File: src/sv/sec_pkg.sv
// Shared types and constants of the Sobel edge pixel counter.
// No dependencies; every other file refers to it by scoped names.
`default_nettype none

package sec_pkg;

	localparam int PIX_W     = 8;
	localparam int COUNT_W   = 22;
	localparam int TALLY_W   = 23;
	localparam int WIDTH_W   = 11;
	localparam int HEIGHT_W  = 13;
	localparam int THR_W     = 8;
	localparam int THR_SQ_W  = 2 * THR_W;
	localparam int PADDR_W   = 4;
	localparam int PDATA_W   = 32;
	localparam int REG_IDX_W = 2;

	// register indexes (byte address = 4 * index)
	localparam logic [REG_IDX_W-1:0] REG_IMAGE_WIDTH    = 2'd0;
	localparam logic [REG_IDX_W-1:0] REG_IMAGE_HEIGHT   = 2'd1;
	localparam logic [REG_IDX_W-1:0] REG_EDGE_THRESHOLD = 2'd2;

	localparam logic [WIDTH_W-1:0]  RST_IMAGE_WIDTH    = 11'd640;
	localparam logic [HEIGHT_W-1:0] RST_IMAGE_HEIGHT   = 13'd480;
	localparam logic [THR_W-1:0]    RST_EDGE_THRESHOLD = 8'd70;

	// configuration as seen by the datapath
	typedef struct packed {
		logic [WIDTH_W-1:0]  image_width;
		logic [HEIGHT_W-1:0] image_height;
		logic [THR_SQ_W-1:0] thr_sq;
	} cfg_t;

	// per-pixel control that travels down the pipe
	typedef struct packed {
		logic interior;
		logic frame_end;
	} tag_t;

endpackage

`default_nettype wire

File: src/sv/sec_grad_pipe.sv
// 3x3 window, Sobel gradients and the squared-norm edge test.
// Stages s2..s4 behind the line store read. Uses sec_pkg.
`default_nettype none

module sec_grad_pipe (
	input  wire logic                          clk,
	input  wire logic                          arst_n,
	input  wire logic                          adv,
	input  wire logic                          vld_s1,
	input  wire sec_pkg::tag_t                 tag_s1,
	input  wire logic [sec_pkg::PIX_W-1:0]     top_s1,
	input  wire logic [sec_pkg::PIX_W-1:0]     mid_s1,
	input  wire logic [sec_pkg::PIX_W-1:0]     px_s1,
	input  wire logic [sec_pkg::THR_SQ_W-1:0]  thr_sq,
	output      logic                          vld_s4,
	output      sec_pkg::tag_t                 tag_s4,
	output      logic                          is_edge_s4
);

	localparam int SUM_W = sec_pkg::PIX_W + 2;
	localparam int SQ_W  = 2 * sec_pkg::PIX_W;

	// win_q[row*3+col], col 2 newest, row 2 bottom
	logic [sec_pkg::PIX_W-1:0] win_q [9];

	logic                      vld_s2, vld_s3;
	sec_pkg::tag_t             tag_s2, tag_s3;
	logic [sec_pkg::PIX_W-1:0] ax_s3, ay_s3;
	logic [SQ_W-1:0]           sqx_s4, sqy_s4;

	logic [SUM_W-1:0] xp, xn, yp, yn, xabs, yabs;
	logic [sec_pkg::PIX_W-1:0] ax, ay;
	logic [SQ_W:0]    norm_sq;

	// window shift
	always_ff @(posedge clk or negedge arst_n) begin
		if (!arst_n) begin
			for (int i = 0; i < 9; i++) begin
				win_q[i] <= '0;
			end
		end else if (adv && vld_s1) begin
			for (int r = 0; r < 3; r++) begin
				win_q[r*3+0] <= win_q[r*3+1];
				win_q[r*3+1] <= win_q[r*3+2];
			end
			win_q[2] <= top_s1;
			win_q[5] <= mid_s1;
			win_q[8] <= px_s1;
		end
	end

	// s2: mask sums, |g|/2 clamped to a byte
	always_comb begin
		xp = SUM_W'(win_q[2]) + {1'b0, win_q[5], 1'b0} + SUM_W'(win_q[8]);
		xn = SUM_W'(win_q[0]) + {1'b0, win_q[3], 1'b0} + SUM_W'(win_q[6]);
		yp = SUM_W'(win_q[6]) + {1'b0, win_q[7], 1'b0} + SUM_W'(win_q[8]);
		yn = SUM_W'(win_q[0]) + {1'b0, win_q[1], 1'b0} + SUM_W'(win_q[2]);
		xabs = (xp >= xn) ? (xp - xn) : (xn - xp);
		yabs = (yp >= yn) ? (yp - yn) : (yn - yp);
		// truncation toward zero of g/2 then abs equals |g| >> 1
		ax = xabs[SUM_W-1] ? '1 : xabs[sec_pkg::PIX_W:1];
		ay = yabs[SUM_W-1] ? '1 : yabs[sec_pkg::PIX_W:1];
	end

	always_ff @(posedge clk or negedge arst_n) begin
		if (!arst_n) begin
			vld_s2 <= 1'b0;
			vld_s3 <= 1'b0;
			vld_s4 <= 1'b0;
		end else if (adv) begin
			vld_s2 <= vld_s1;
			vld_s3 <= vld_s2;
			vld_s4 <= vld_s3;
		end
	end

	always_ff @(posedge clk) begin
		if (adv) begin
			tag_s2 <= tag_s1;
			tag_s3 <= tag_s2;
			ax_s3  <= ax;
			ay_s3  <= ay;
			tag_s4 <= tag_s3;
			sqx_s4 <= SQ_W'(ax_s3) * SQ_W'(ax_s3);
			sqy_s4 <= SQ_W'(ay_s3) * SQ_W'(ay_s3);
		end
	end

	// s4: norm compare
	assign norm_sq    = (SQ_W+1)'(sqx_s4) + (SQ_W+1)'(sqy_s4);
	assign is_edge_s4 = norm_sq >= (SQ_W+1)'(thr_sq);

endmodule

`default_nettype wire

File: config.mk
export PLATFORM = sky130hd
export DESIGN_NAME = sec_grad_pipe
export DESIGN_NICKNAME = d
export VERILOG_FILES = /design/src/sv/sec_pkg.sv /design/src/sv/sec_grad_pipe.sv
export SDC_FILE = /design/constraint.sdc
export NUM_CORES = 1
export LEC_CHECK = 0
export ABC_AREA = 1
export BUFFER_PORTS_ARGS = -buffer_cell sky130_fd_sc_hd__buf_2
export CORE_ASPECT_RATIO = 1.4
export CORE_MARGIN = 5
export CORE_UTILIZATION = 45
export CTS_CLUSTER_SIZE = 24
export DETAILED_ROUTE_END_ITERATION = 8
export HOLD_SLACK_MARGIN = 0.12
export PLACE_DENSITY = 0.64
export SYNTH_ARGS = -nofsm -noshare
export SYNTH_HDL_FRONTEND = slang
export SYNTH_SLANG_ARGS = --single-unit
File: constraint.sdc
create_clock -name clk -period 4.44 [get_ports clk]
set_input_delay 0.444 -clock clk [delete_from_list [all_inputs] [get_ports clk]]
set_output_delay 0.444 -clock clk [all_outputs]
set_load 0.02 [all_outputs]
# Word-level counts from Yosys, hierarchy flattened
# Cells that the tools add are included.
[classes]
n_addsub = 13
mul = 2
n_lt_le_gt_ge = 3
mux = 2
reduce_logical = 1
[ops]
columns = ["op", "n"]
rows = [
  ["$add A10 B8 Y10", 4],
  ["$add A8 B9 Y10", 4],
  ["$sub A10 B10 Y10", 4],
  ["$mul A8 B8 Y16", 2],
  ["$ge A10 B10 Y1", 2],
  ["$mux W10", 2],
  ["$add A16 B16 Y17", 1],
  ["$ge A17 B16 Y1", 1],
  ["$logic_and A1 B1 Y1", 1],
]
[totals]
regBits = 129
out_inout_bits = 4
elab_cells = 43

# Longest topological paths before layout
[logic_depth]
depth_word = 4
mapped_depth = 24

# Least setup slack after synthesis
# No wires, ideal clock.
[synth_timing]
kind = "register -> register"
start = "reg ax_s3[7] in the netlist's numbering"
end = "reg sqx_s4[12], data pin"
arrival_ns = 3.841
slack_ns = 0.334
path_stages_with_launch = 16
n_path_buf = 1
cell_sequence = "edfxtp_1 clkbuf_1 nand2_1 fa_1 inv_1 fa_1 fa_1 inv_1 fa_1 inv_1 ha_1 a21oi_1 o21ai_0 a21oi_1 o21ai_0 xor2_1"
[synth_via]
elab_chain_cells = 1
[synth_rtl]
columns = ["element", "line_no", "text"]
rows = [
  ["start, declared", "sec_grad_pipe.sv:28", "logic [sec_pkg::PIX_W-1:0] ax_s3, ay_s3;"],
  ["start signal, assigned", "sec_grad_pipe.sv:81", "ax_s3 <= ax;"],
  ["$mul A8 B8 Y16", "sec_grad_pipe.sv:84", "sqx_s4 <= SQ_W'(ax_s3) * SQ_W'(ax_s3);"],
  ["end signal, assigned", "sec_grad_pipe.sv:84", ""],
  ["end, declared", "sec_grad_pipe.sv:29", "logic [SQ_W-1:0] sqx_s4, sqy_s4;"],
]
# No other way between the ends.
# A chain may end at the register's enable or synchronous reset.

# Worst setup path in the final report
[layout_timing]
start = "reg ax_s3[5] in the netlist's numbering"
end = "reg sqx_s4[12], data pin"
# The elaborated chain is that of the path after synthesis.

==> flow_metrics.py <==
metrics = {
    "cts": {
        "clock_sinks": 127,
        "cts_hold_buf": 0,
        "numCtsBuffers": 17,
        "root_buffer": "clkbuf_16",
        "htree_num_levels": 4,
        "path_clk_slew_ps": 50,
        "clockBufferDepth": 2,
        "cts_tree": "done",
        "worstSkewPairLatency_ps": 410,
    },
    "worst_setup_path": {
        "r2r-start": "ax_s3[5]",
        "worst_setup_path_start_kind": "register",
        "crit_chain": "nand2_1, fa_1, inv_1, fa_1, fa_1, inv_1, fa_1, inv_1, ha_1, a21oi_1, o21ai_0, a21oi_1, o21ai_0, xor2_1",
        "end_kind": "register",
        "required_ps": 4590,
        "rrSetupSlack_ps": 220,
        "cp_common_cell": "fa_1",
        "critPathMaxFanout": 8,
        "crit_slowest_cell": "fa_1",
        "worstSetupPathType": "register to register",
        "cp.arrival_ps": 4370,
        "critical_path.startpoint": "ax_s3[5]",
        "max_stage_delay_ps": 540,
    },
    "timing": {
        "skew_ps": 7.95,
        "fin_tns_setup_ps": 0,
        "fin_crit_ps": 4220,
        "hold_viol_final": 0,
        "rsz0062_at_grt": "false",
        "worst_slew_pin_slew_ps": 996,
        "maxSlewHeadroom_pct": 33.6,
        "holdWs_ps": 161,
        "max_clock_freq_mhz": 237,
        "fin_crit_sh_pct": 95.0,
        "maxSlewViolCount": 0,
        "setup_violations": 0,
    },
    "synthesis": {
        "syn_area_um2": 12900,
        "synth-adder-area-share_pct": 29.2,
        "synth_largest_area_cell": "ha_1",
        "synth.avg_cell_area_um2": 8.60,
        "synth-seq-area-share_pct": 26.6,
        "syn_nets": 1798,
        "ys_async_sr_fraction_pct": 59.1,
        "muxShareOfSynthArea_pct": 6.10,
        "synth_flop_cell": "dfrtp_1",
        "yosysUniqueCellTypes": 43,
        "synth_top_family_by_area": "adder cells",
        "synth_common_cells": "318 x nand2_1, 291 x inv_1, 164 x ha_1",
        "synth.most_common_cell": "nand2_1",
        "synth.area.top_cells": "ha_1 16%, dfrtp_1 15%, fa_1 13%",
        "synth_compound_area_share_pct": 7.24,
        "yosys_register_bits": 127,
        "synth-simple-area-share_pct": 16.1,
        "synth.top_cell.area_share_pct": 15.9,
        "synth_xor_area_share_pct": 5.02,
        "synth_edf_count": 52,
        "yosysWarnings": 0,
        "synthCells": 1502,
    },
    "cells_and_area": {
        "drive_gt1_share_pct": 13.2,
        "layout.nets": 1854,
        "antenna_cells": 0,
        "area_delta_synth_final_pct": 10.0,
        "stdcell_count": 1946,
        "nFillCells": 2686,
    },
    "placement": {
        "portBuffers": 49,
        "dpl.hpwl_um": 21500,
        "dpl.cell_count": 1903,
        "gp_congestion": 0.882,
    },
    "grt": {
        "grt_pass1_wl_um": 44900,
        "track_usage_pct": 16.7,
        "grt_max_degree": 76,
        "antenna_found_initial": 0,
        "globalRouteOverflowTotal": 0,
        "grt_pass1_vias": 9924,
    },
    "route": {
        "drc": 0,
        "via_per_inst": 4.94,
        "first_pass_iters": 7,
        "drt_iter0_markers": 347,
        "dr_total_vias": 9605,
        "avgRoutedWirePerCell_um": 13.4,
        "antenna_left": 0,
        "routed_wl_um": 26000,
    },
    "die": {
        "ios": 50,
        "design.core.area_um2": 28400,
        "rows": 73,
        "die_w_um": 153,
        "start_util_pct": 45.5,
        "die_area_um2": 32300,
        "die_h_um": 211,
    },
    "worst_hold_path": {
        "hp-class": "input pin to asynchronous set/reset pin",
    },
    "job": {
        "maxCapViolCount": 0,
    },
    "status": {
        "status": "completed",
    },
}
## placed cells by master (no fill, tap or decap), drive strengths merged, types with 45 or more instances in the layout
| master | synthesis | routed |
|---|---|---|
| nand2 | 335 | 335 |
| inv | 295 | 295 |
| ha | 164 | 164 |
| a21oi | 90 | 90 |
| fa | 86 | 86 |
| dfrtp | 75 | 75 |
| mux2 | 70 | 70 |
| buf | 14 | 68 |
| nor2 | 61 | 61 |
| nand3 | 53 | 53 |
| edfxtp | 52 | 52 |
| xor2 | 49 | 49 |
| o21ai | 45 | 45 |
## through the flow
stage | setup slack (ps) | utilization (%) | cell area, um2
floorplan | 334 | - | 12900
detailed placement | 141 | 47.7 | 13600
finish | 221 | 50.1 | 14200
CTS | 107 | 49.7 | 14100
global route | 22.8 | 50.1 | 14200
global placement | 222 | 47.7 | 13600
## flip-flops by register name, indices dropped and copies added, names as in the netlist
register / flops
vld_s2: 1
vld_s3: 1
vld_s4: 1
ay_s3: 8
sqx_s4: 15
sqy_s4: 15
win_q: 72
ax_s3: 8
tag_s4: 2
tag_s3: 2
tag_s2: 2
## worst max-delay path, delay by kind of cell (launching register included)
kind	cells	cell delay, ps
buffers and inverters	3	160
AOI/OAI and AO/OA	4	620
and+or+nand+nor	1	120
adders and majority gates	5	2410
xor gates and xnor gates	1	150
DFF	1	490
## final cells by class
| cell class | instances | area (um2) | area share, % |
|---|---|---|---|
| sequential | 127 | 3440 | 24.2 |
| timing repair buffer | 68 | 390 | 2.75 |
| multi-input combinational | 1049 | 8240 | 58.0 |
| clock inverter | 9 | 83.8 | 0.590 |
| clock buffer | 23 | 489 | 3.44 |
| tap | 375 | 469 | 3.30 |
| inverter | 295 | 1110 | 7.79 |
## repair_timing
action                                  in CTS  in global routing
gates resized for setup                      0                  6
buffers inserted                             0                 11
endpoints found under the setup margin       0                 19
endpoints found under the hold margin        0                  0
## path summary, 6_finish.rpt
check | to | cells past startpoint
worst max-delay path | sqx_s4[12] | 14
worst min-delay path | win_q[70] | 1
worst max register to register | sqx_s4[12] | 14
worst min register to register | tag_s3[0] | 0
max in group asynchronous | win_q[28] | 1
min in group clk | tag_s2[1] | 1
## per-layer routing
metal / vias to the layer above / part of all wire (%) / track usage, % / wire length, um
li1: 4881 / - / - / -
met1: 4519 / 39 / 18.1 / 10200
met2: 164 / 55 / 32.9 / 14400
met3: 41 / 2.6 / 2.03 / 672
met4: 0 / 2.7 / 6.18 / 705
met5: - / 0 / 0 / 0
## kinds of logic after synthesis
family,after synthesis
AOI/OAI and AO/OA,165
buffers and inverters,326
adders and majority gates,250
DFF,127
and+or+nand+nor,490
muxes,70
xor gates and xnor gates,74
Power is left out: the tool's default activity adds up to more than one toggle a clock period on the data nets, which glitch-free logic cannot reach.
