`config.mk`:
```
export PLATFORM = sky130hd
export DESIGN_NAME = sec_cfg_regs
export DESIGN_NICKNAME = d
export VERILOG_FILES = /design/src/sv/sec_pkg.sv /design/src/sv/sec_cfg_regs.sv
export SDC_FILE = /design/constraint.sdc
export NUM_CORES = 1
export LEC_CHECK = 0
export BUFFER_PORTS_ARGS = -buffer_cell sky130_fd_sc_hd__buf_4
export CAP_MARGIN = 20
export CORE_ASPECT_RATIO = 1.25
export CORE_MARGIN = 5
export CORE_UTILIZATION = 40
export DETAILED_ROUTE_END_ITERATION = 8
export GPL_TIMING_DRIVEN = 0
export PLACE_DENSITY = 0.75
export SLEW_MARGIN = 20
export SYNTH_ARGS = -nofsm -noshare
export SYNTH_HDL_FRONTEND = slang
export SYNTH_SLANG_ARGS = --single-unit
```
`constraint.sdc`:
```
create_clock -name clk -period 3 [get_ports clk]
set_clock_uncertainty 0.15 [all_clocks]
set_input_delay 0.6 -clock clk [delete_from_list [all_inputs] [get_ports clk]]
set_output_delay 0.6 -clock clk [all_outputs]
set_load 0.05 [all_outputs]
```
`src/sv/sec_pkg.sv`:
```
// Shared types and constants of the Sobel edge pixel counter.
// No dependencies; every other file refers to it by scoped names.
`default_nettype none

package sec_pkg;

	localparam int PIX_W     = 8;
	localparam int COUNT_W   = 22;
	localparam int TALLY_W   = 23;
	localparam int WIDTH_W   = 11;
	localparam int HEIGHT_W  = 13;
	localparam int THR_W     = 8;
	localparam int THR_SQ_W  = 2 * THR_W;
	localparam int PADDR_W   = 4;
	localparam int PDATA_W   = 32;
	localparam int REG_IDX_W = 2;

	// register indexes (byte address = 4 * index)
	localparam logic [REG_IDX_W-1:0] REG_IMAGE_WIDTH    = 2'd0;
	localparam logic [REG_IDX_W-1:0] REG_IMAGE_HEIGHT   = 2'd1;
	localparam logic [REG_IDX_W-1:0] REG_EDGE_THRESHOLD = 2'd2;

	localparam logic [WIDTH_W-1:0]  RST_IMAGE_WIDTH    = 11'd640;
	localparam logic [HEIGHT_W-1:0] RST_IMAGE_HEIGHT   = 13'd480;
	localparam logic [THR_W-1:0]    RST_EDGE_THRESHOLD = 8'd70;

	// configuration as seen by the datapath
	typedef struct packed {
		logic [WIDTH_W-1:0]  image_width;
		logic [HEIGHT_W-1:0] image_height;
		logic [THR_SQ_W-1:0] thr_sq;
	} cfg_t;

	// per-pixel control that travels down the pipe
	typedef struct packed {
		logic interior;
		logic frame_end;
	} tag_t;

endpackage

`default_nettype wire

```
`src/sv/sec_cfg_regs.sv`:
```
// APB register file: image width, image height, edge threshold.
// Keeps the squared threshold ready for the compare. Uses sec_pkg.
`default_nettype none

module sec_cfg_regs (
	input  wire logic                          clk,
	input  wire logic                          arst_n,
	input  wire logic                          psel,
	input  wire logic                          penable,
	input  wire logic                          pwrite,
	input  wire logic [sec_pkg::PADDR_W-1:0]   paddr,
	input  wire logic [sec_pkg::PDATA_W-1:0]   pwdata,
	output      logic [sec_pkg::PDATA_W-1:0]   prdata,
	output      logic                          pready,
	output      sec_pkg::cfg_t                 cfg
);

	logic [sec_pkg::WIDTH_W-1:0]  image_width_q;
	logic [sec_pkg::HEIGHT_W-1:0] image_height_q;
	logic [sec_pkg::THR_W-1:0]    thr_q;
	logic [sec_pkg::THR_SQ_W-1:0] thr_sq_q;
	logic [sec_pkg::REG_IDX_W-1:0] reg_idx;
	logic                          wr_en;
	logic [sec_pkg::THR_W-1:0]    thr_new;

	assign pready  = 1'b1;
	assign reg_idx = paddr[sec_pkg::PADDR_W-1:2];
	assign wr_en   = psel & penable & pwrite & pready;
	assign thr_new = pwdata[sec_pkg::THR_W-1:0];

	always_ff @(posedge clk or negedge arst_n) begin
		if (!arst_n) begin
			image_width_q  <= sec_pkg::RST_IMAGE_WIDTH;
			image_height_q <= sec_pkg::RST_IMAGE_HEIGHT;
			thr_q          <= sec_pkg::RST_EDGE_THRESHOLD;
			thr_sq_q       <= sec_pkg::THR_SQ_W'(sec_pkg::RST_EDGE_THRESHOLD) *
			                  sec_pkg::THR_SQ_W'(sec_pkg::RST_EDGE_THRESHOLD);
		end else if (wr_en) begin
			unique case (reg_idx)
				sec_pkg::REG_IMAGE_WIDTH: begin
					image_width_q <= pwdata[sec_pkg::WIDTH_W-1:0];
				end
				sec_pkg::REG_IMAGE_HEIGHT: begin
					image_height_q <= pwdata[sec_pkg::HEIGHT_W-1:0];
				end
				sec_pkg::REG_EDGE_THRESHOLD: begin
					thr_q    <= thr_new;
					thr_sq_q <= sec_pkg::THR_SQ_W'(thr_new) * sec_pkg::THR_SQ_W'(thr_new);
				end
				default: begin
				end
			endcase
		end
	end

	always_comb begin
		unique case (reg_idx)
			sec_pkg::REG_IMAGE_WIDTH:    prdata = sec_pkg::PDATA_W'(image_width_q);
			sec_pkg::REG_IMAGE_HEIGHT:   prdata = sec_pkg::PDATA_W'(image_height_q);
			sec_pkg::REG_EDGE_THRESHOLD: prdata = sec_pkg::PDATA_W'(thr_q);
			default:                     prdata = '0;
		endcase
	end

	assign cfg.image_width  = image_width_q;
	assign cfg.image_height = image_height_q;
	assign cfg.thr_sq       = thr_sq_q;

endmodule

`default_nettype wire

```
======== Word-level counts from Yosys, hierarchy flattened ========
Index checks and enable logic that the tools add are counted.
cells by class
  multipliers ............................. 1
  bitwise logic cells ..................... 2
  reductions and logical operators ........ 4
  muxes and demuxes ....................... 1
  equality and inequality tests ........... 2
operators by type and width
  cell                  count
  $pmux W13 S3          1
  $mul A8 B8 Y16        1
  $reduce_and A2 Y1     3
  $and A1 B1 Y1         2
  $eq A2 B1 Y1 const B  1
  $eq A2 B2 Y1 const B  1
  $logic_not A2 Y1      1
storage, ports and cells
  word-level logic and storage cells ...... 14
  output and inout port bits .............. 73
  flip-flop bits (word level) ............. 48

======== Longest topological paths before layout ========
Gate-level depths: netlist of run 1.
  word-level depth ........................ 3
  mapped depth ............................ 15
  mapped depth without buffers ............ 14

======== Worst setup path before layout of run 1 ========
No wires, ideal clock.
  path kind ............................... in2reg
  start ................................... input port pwdata[5] (netlist bit)
  end ..................................... register thr_sq_q[13] (netlist bit)
  stages .................................. 14
  arrival ................................. 4.463 ns
  path buffers ............................ 1
  setup slack ............................. -1.682 ns
  path through ............................ clkbuf_1 > inv_1 > nor2_1 > fa_1 > fa_1 > inv_1 > fa_1 > fa_1 > inv_1 > ha_1 > o211ai_1 > o211a_1 > or4_1 > nand3_1
on the way
  cells in the longest elaborated chain, start to end .. 1
RTL lines
  element                 RTL line            text
  start: declaration      sec_cfg_regs.sv:12  input wire logic [sec_pkg::PDATA_W-1:0] pwdata,
  $mul A8 B8 Y16          sec_cfg_regs.sv:48  thr_sq_q <= sec_pkg::THR_SQ_W'(thr_new) * sec_pkg::THR_SQ_W'(thr_new);
  end signal: assignment  sec_cfg_regs.sv:36  thr_sq_q <= sec_pkg::THR_SQ_W'(sec_pkg::RST_EDGE_THRESHOLD) *
  end signal: assignment  sec_cfg_regs.sv:48
  end: declaration        sec_cfg_regs.sv:21  logic [sec_pkg::THR_SQ_W-1:0] thr_sq_q;
No other way between the ends.
A chain may end at the register's enable or synchronous reset.

======== Worst setup path after layout of run 1 ========
  start ................................... input port pwdata[1] (netlist bit)
  end ..................................... register thr_sq_q[11] (netlist bit)
Same word-level chain as after synthesis.

==> results of run 1 <==
worst max-delay path: stages:
cell	delay (ns)
buf_8	0.10
clkbuf_16	0.13
and2_4	0.16
fa_2	0.56
fa_1	0.40
inv_1	0.07
fa_1	0.42
fa_1	0.51
inv_2	0.04
ha_4	0.26
o211ai_1	0.10
o211a_1	0.27
or4_1	0.48
nand3_1	0.08
timing repair:
| action | in CTS | in global routing |
|---|---|---|
| pin swaps | 30 | 32 |
| endpoints found under the setup margin | 12 | 12 |
| resized for setup | 42 | 17 |
| endpoints found under the hold margin | 0 | 0 |
| setup buffers | 20 | 8 |
registers in the layout, indices dropped and copies added, names as in the netlist:
| name | cells |
|---|---|
| image_height_q | 13 |
| image_width_q | 11 |
| thr_q | 8 |
| thr_sq_q | 14 |
worst max-delay path by stage:
| stage | cells after the start | slack (ns) | from | endpoint |
|---|---|---|---|---|
| after global placement | 14 | -1.53 | pwdata[6] | thr_sq_q[13] |
| after detailed placement | 14 | -1.54 | pwdata[6] | thr_sq_q[13] |
| after global routing | 14 | -1.21 | pwdata[3] | thr_sq_q[11] |
| final | 14 | -1.10 | pwdata[1] | thr_sq_q[11] |
| after CTS | 14 | -1.13 | pwdata[1] | thr_sq_q[11] |
| after floorplan | 13 | -1.25 | pwdata[6] | thr_sq_q[13] |
metal layers:
metal	routed length, µm	share of wire (%)	up-vias	track usage (%)
met5	0	0	-	0
met4	484	4.7	0	9.31
met3	376	3.7	27	2.19
met2	5450	53	86	30.3
met1	3930	38	1637	20.2
li1	-	-	1567	-
layout make-up:
cell class	count	area (µm²)
sequential	46	1170
buffer	41	335
tap	126	158
timing repair buffer	94	771
fill	840	4130
inverter	45	178
multi-input combinational	300	2710
clock buffer	6	129
clock inverter	2	37.5
cell usage in the layout (no fill, tap or decap), types with 4 or more instances in the layout:
cell type,count
mux2_2,15
nand4_1,4
and2_4,9
dfrtp_1,32
ha_4,11
nand2_2,5
a21oi_2,5
ha_1,18
o211ai_1,5
buf_2,8
buf_4,105
inv_2,9
clkbuf_16,9
o21ai_1,7
o21ai_0,14
nand3_1,6
mux2i_1,12
clkbuf_1,6
inv_1,33
nor2_1,9
conb_1,21
buf_6,8
fa_1,22
and2_1,14
nand2_1,46
dfstp_2,14
a21oi_1,6
xnor2_1,7
mux2_1,10
power groups by stage:
stage	Combinational, mW	Sequential (mW)	Clock (mW)
finish	2.80	0.952	0.648
global route	3.02	0.974	0.678
CTS	2.70	0.953	0.656
detailed placement	2.42	0.963	0
global placement	2.41	0.954	0
floorplan	1.31	1.48	0
kinds of logic (layout without fill, tap and decap cells):
logic type      count (synthesis)  count (layout)  synth area share [%]
other cells                     2              21                 0.191
flops                          46              46                  29.7
simple gates                  115             115                  14.5
mux                            37              37                  10.2
compound gates                 61              61                  9.76
xor+xnor                       11              11                  2.45
buf+inv                        89             188                  10.9
fa+ha+maj                      55              55                  22.3
==> impl_results.md, run 1 <==
* HP Class: input pin to async pin
* Syn Area/Cell at 9.46 µm²
* First-pass GRT wire length at 16600 µm
* RSZ-0062 raised after global routing: true
* Die footprint at 11900 µm²
* Routed via count at 3317
* Clock Path Buffers at 2
* Starting DRC count in detailed routing at 126
* Initial antenna violation count at 0
* Max Clock Freq at 0.244 GHz
* Hold_buf cts at 0
* Placer Congestion at 0.888
* Lkg Pwr at 2.68 nW
* Endpoints failing setup at 12
* Final instance area at 5480 µm²
* Setup CP Type: input pin to flop
* Worst-Skew Late Latency at 0.29 ns
* Synthesized area at 3940 µm²
* Setup WS post-layout at -1.10 ns
* Failing checks: negative setup slack
* Die Y at 121 µm
* Fraction of layout cells with a size suffix above 1 at 42.9%
* Vias in the first global route at 3483
* Drt pass-1 iters at 4
* Min Tclk post-route at 4.10 ns
* Peak VDD IR at 499 µV
* CTS sink count at 46
* CTS buffer count at 5
* Placed instance count at 630
* Number of nets with antenna violations after routing at 0
* Period utilization at 137%
* Post-Synthesis Cells at 416
* # diodes at 0
* Largest net degree at the start of global routing at 47
* Synth area leader: dfrtp_1
* Fin nets at 629
* Post-synthesis sequential area ratio at 29.7%
* Endpoints failing hold at 0
* Core region area at 9610 µm²
* Psw at 2.05 mW
* Max cap viols at 0
* Util after Layout at 57.1%
* Fraction of synthesis flops using an asynchronous set or reset pin at 100%
* Syn-to-layout area delta at 39.3%
* Core Rows at 40
* Status: complete, but fails checks
* Pwr/cell area at 803 nW/µm²
* Ports at 114
* Yosys warnings at 0
* Critical path peak fanout at 4
* Dpl cell area at 4940 µm²
* H-tree lvl count at 2
* CTS clk-pin slew, worst paths at 0.07 ns
* Width of the die at 98.7 µm
* CP required at 3.08 ns
* Pre-CTS WS at -1.54 ns
* Worst Tran Pin Value at 0.606 ns
* DRT Wirelength at 10200 µm
* Port bufs at 69
* Cell internal pwr at 2.35 mW
* Clk root buf: clkbuf_16
* Worst Path Arrival at 4.19 ns
* FF-to-FF path depth at 3
* EDFF count, synth at 0
* Worst setup SP type: input pin
* Slew Viols, Final at 0
* Seq cells post-synth at 46
* Initial Util at 41.0%
* Combinational power share at 63.7%
* GRT overflow at 0
* Drt wl/cell at 15.5 µm
* R2R Path Start: thr_sq_q[14]
* Flop pwr share at 21.6%
* R2r endpoint: thr_sq_q[14]
* DR vias/cell at 5.03
* HPWL Detailed at 7630 µm
* CTS tree: done
* Setup tns final at -9.77 ns
* Global Route Usage Sum at 17.2%
* Reg2reg setup slack at 1.94 ns
* Share of the synthesized area in the top cell type at 20.3%
* Count leader, synth: nand2_1
* Yosys cell types at 45
* Slew HR at 59.6%
* Leading post-synthesis cells by cell area: dfrtp_1 20%, fa_1 13%, ha_1 9.5%
* Sw frac at 46.5%
* Predominant post-synthesis flop cell: dfrtp_1
* Pwr Total at 4.40 mW
* Hold WS at 0.156 ns
* Top cells by count, synth: 52 x nand2_1, 45 x inv_1, 32 x dfrtp_1
* Crit end category: flop
* Drc violations at 0
* Clock power frac at 14.7%
* Finished Layout Cells at 660
No activity file was read; power rests on OpenSTA's default activity.
==> inputs of run 2 (changes only) <==
CELL_PAD_IN_SITES_DETAIL_PLACEMENT = 0   (was unset)
CELL_PAD_IN_SITES_GLOBAL_PLACEMENT = 1   (was unset)
CTS_CLUSTER_SIZE = 20   (was unset)
PLACE_DENSITY = 0.93   (was 0.75)
==> run 2 against run 1 <==
Net effect:
- the flow still finishes with violations (negative setup slack)
- design area is 2.2% lower
- global-route usage is 0.25 points higher
- die area unchanged
- count of clock-buffer cells in the layout stayed put
- sequential cell count stayed put
- worst setup slack got worse by 0.098 ns
- combinational power decreased by 2%
- via count decreased by 2.2%
- sequential power shrank 0.5%
- critical path depth unchanged
- first-iteration DRC count increased by 54%
- critical path type unchanged
- largest power group unchanged
==> impl_results.md, run 2 (synthesis gave the netlist of run 1 again) <==
* Crit end category: flop
* H-tree lvl count at 2
* Global Route Usage Sum at 17.5%
* Drt pass-1 iters at 4
* Fraction of layout cells with a size suffix above 1 at 40.1%
* Crit path largest cell delay at 0.56 ns
* Setup CP Type: input pin to flop
* Status: complete, but fails checks
* Register name with the most flops: thr_sq_q
* CP required at 3.08 ns
* Most frequent cells in the layout: 99 x buf_4, 47 x nand2_1, 35 x inv_1
* Failing checks: negative setup slack
* Placed instance count at 630
* Lkg Pwr at 2.63 nW
* Fin nets at 621
* Worst Path Arrival at 4.28 ns
* Final instance area at 5360 µm²
* CTS clk-pin slew, worst paths at 0.06 ns
* Hold WS at 0.167 ns
* DRT Wirelength at 10500 µm
* Syn-to-layout area delta at 36.2%
* First-pass GRT wire length at 16600 µm
* Die footprint at 11900 µm²
* Initial antenna violation count at 0
* Placer Congestion at 0.925
* Port bufs at 69
* Die Y at 121 µm
* Worst Tran Pin Value at 0.612 ns
* Largest register FFs at 14
* Max Clock Freq at 0.238 GHz
* FF-to-FF path depth at 3
* RSZ-0062 raised after global routing: true
* GRT overflow at 0
* Clock Path Buffers at 2
* Starting DRC count in detailed routing at 194
* HP Class: input pin to async pin
* Top cell by count, worst path: fa_1
* Pre-CTS WS at -1.57 ns
* Finished Layout Cells at 652
* Routed via count at 3245
* Most common cell after layout, fill and taps aside: buf_4
* Slew Viols, Final at 0
* Layout fillers at 868
* Width of the die at 98.7 µm
* Pwr/cell area at 811 nW/µm²
* Peak VDD IR at 437 µV
* R2R Path Start: thr_sq_q[14]
* Initial Util at 41.0%
* Endpoints failing setup at 12
* CTS tree: done
* Endpoints failing hold at 0
* Crit-path cells: buf_8 -> clkbuf_16 -> and2_4 -> fa_2 -> fa_1 -> inv_1 -> fa_1 -> fa_1 -> inv_2 -> ha_4 -> o211ai_1 -> o211a_1 -> or4_1 -> nand3_1
* Setup WS post-layout at -1.20 ns
* Core Rows at 40
* Worst setup SP type: input pin
* Largest net degree at the start of global routing at 47
* Vias in the first global route at 3453
* # diodes at 0
* CTS sink count at 46
* HPWL Detailed at 7720 µm
* Max cap viols at 0
* Critical path peak fanout at 3
* Core region area at 9610 µm²
* DR vias/cell at 4.98
* Number of nets with antenna violations after routing at 0
* Top Registers: thr_sq_q (14), image_height_q (13), image_width_q (11)
* Hold_buf cts at 0
* Min Tclk post-route at 4.20 ns
* Reg2reg setup slack at 1.92 ns
* Drt wl/cell at 16.0 µm
* Clk root buf: clkbuf_16
* Period utilization at 140%
* CTS buffer count at 5
* R2r endpoint: thr_sq_q[14]
* Slew HR at 59.2%
* Slowest cell on crit path: fa_2
* Ports at 114
* Dpl cell area at 4940 µm²
* Drc violations at 0
* Worst-Skew Late Latency at 0.29 ns
[run 2: cell count changes in the layout (fill, tap and decap cells not counted), moves of 2 or more]
cell / change
a21oi_1: +2
buf_4: -6
buf_8: -2
ha_1: +3
ha_4: -2
inv_1: +2
inv_2: -2
nand3_1: +2
nand3_2: -2
[run 2: power by group]
part | internal (mW) | switching (mW) | leakage [nW] | total, mW
Clock | 0.394 | 0.253 | 0.0771 | 0.647
Sequential | 0.832 | 0.114 | 0.545 | 0.947
Combinational | 1.07 | 1.68 | 2.00 | 2.75
Total | 2.30 | 2.05 | 2.63 | 4.35
[run 2: final cells by class]
cell class / instances / area [µm²] / share of cell area (%)
multi-input cells: 300 / 2660 / 49.6
well taps: 126 / 158 / 2.94
inverters: 45 / 178 / 3.31
repair buffers: 86 / 696 / 13.0
plain buffers: 41 / 335 / 6.26
flip-flops and latches: 46 / 1170 / 21.8
clock inverters: 2 / 37.5 / 0.700
clock buffers: 6 / 129 / 2.40
[run 2: layer usage]
layer / part of all wire, % / wire length, µm / GRT usage, % / up-vias
met4: 3.3 / 340 / 7.00 / 0
met3: 2.7 / 284 / 2.13 / 19
met2: 57 / 5910 / 33.2 / 69
met1: 38 / 3920 / 19.5 / 1610
li1: - / - / - / 1547
met5: 0 / 0 / 0 / -
[run 2: timing repair]
action,4_1_cts,5_1_grt
pin swaps,26,9
endpoints found under the setup margin,12,12
setup buffers,14,3
resized for setup,31,9
[run 2: worst max-delay path: cells and delay by family]
kind / cells / cell delay (ns)
compound gates: 2 / 0.39
fa+ha+maj: 5 / 2.17
buf+inv: 4 / 0.36
simple gates: 3 / 0.73
[run 2: through the flow]
stage | utilization [%] | setup TNS [ns] | power [mW]
global placement | 51.4 | -13.21 | 3.36
floorplan | - | -9.82 | 2.78
global route | 55.8 | -11.18 | 4.62
finish | 55.8 | -9.90 | 4.35
CTS | 55.2 | -9.39 | 4.22
detailed placement | 51.4 | -13.67 | 3.39
[run 2: worst max-delay path by stage]
stage / startpoint / to / slack, ns / depth (start not counted)
after floorplan: pwdata[6] / thr_sq_q[13] / -1.25 / 13
after global placement: pwdata[6] / thr_sq_q[13] / -1.54 / 14
after detailed placement: pwdata[6] / thr_sq_q[13] / -1.57 / 14
after CTS: pwdata[1] / thr_sq_q[11] / -1.17 / 14
after global routing: pwdata[1] / thr_sq_q[11] / -1.28 / 14
final: pwdata[1] / thr_sq_q[11] / -1.20 / 14
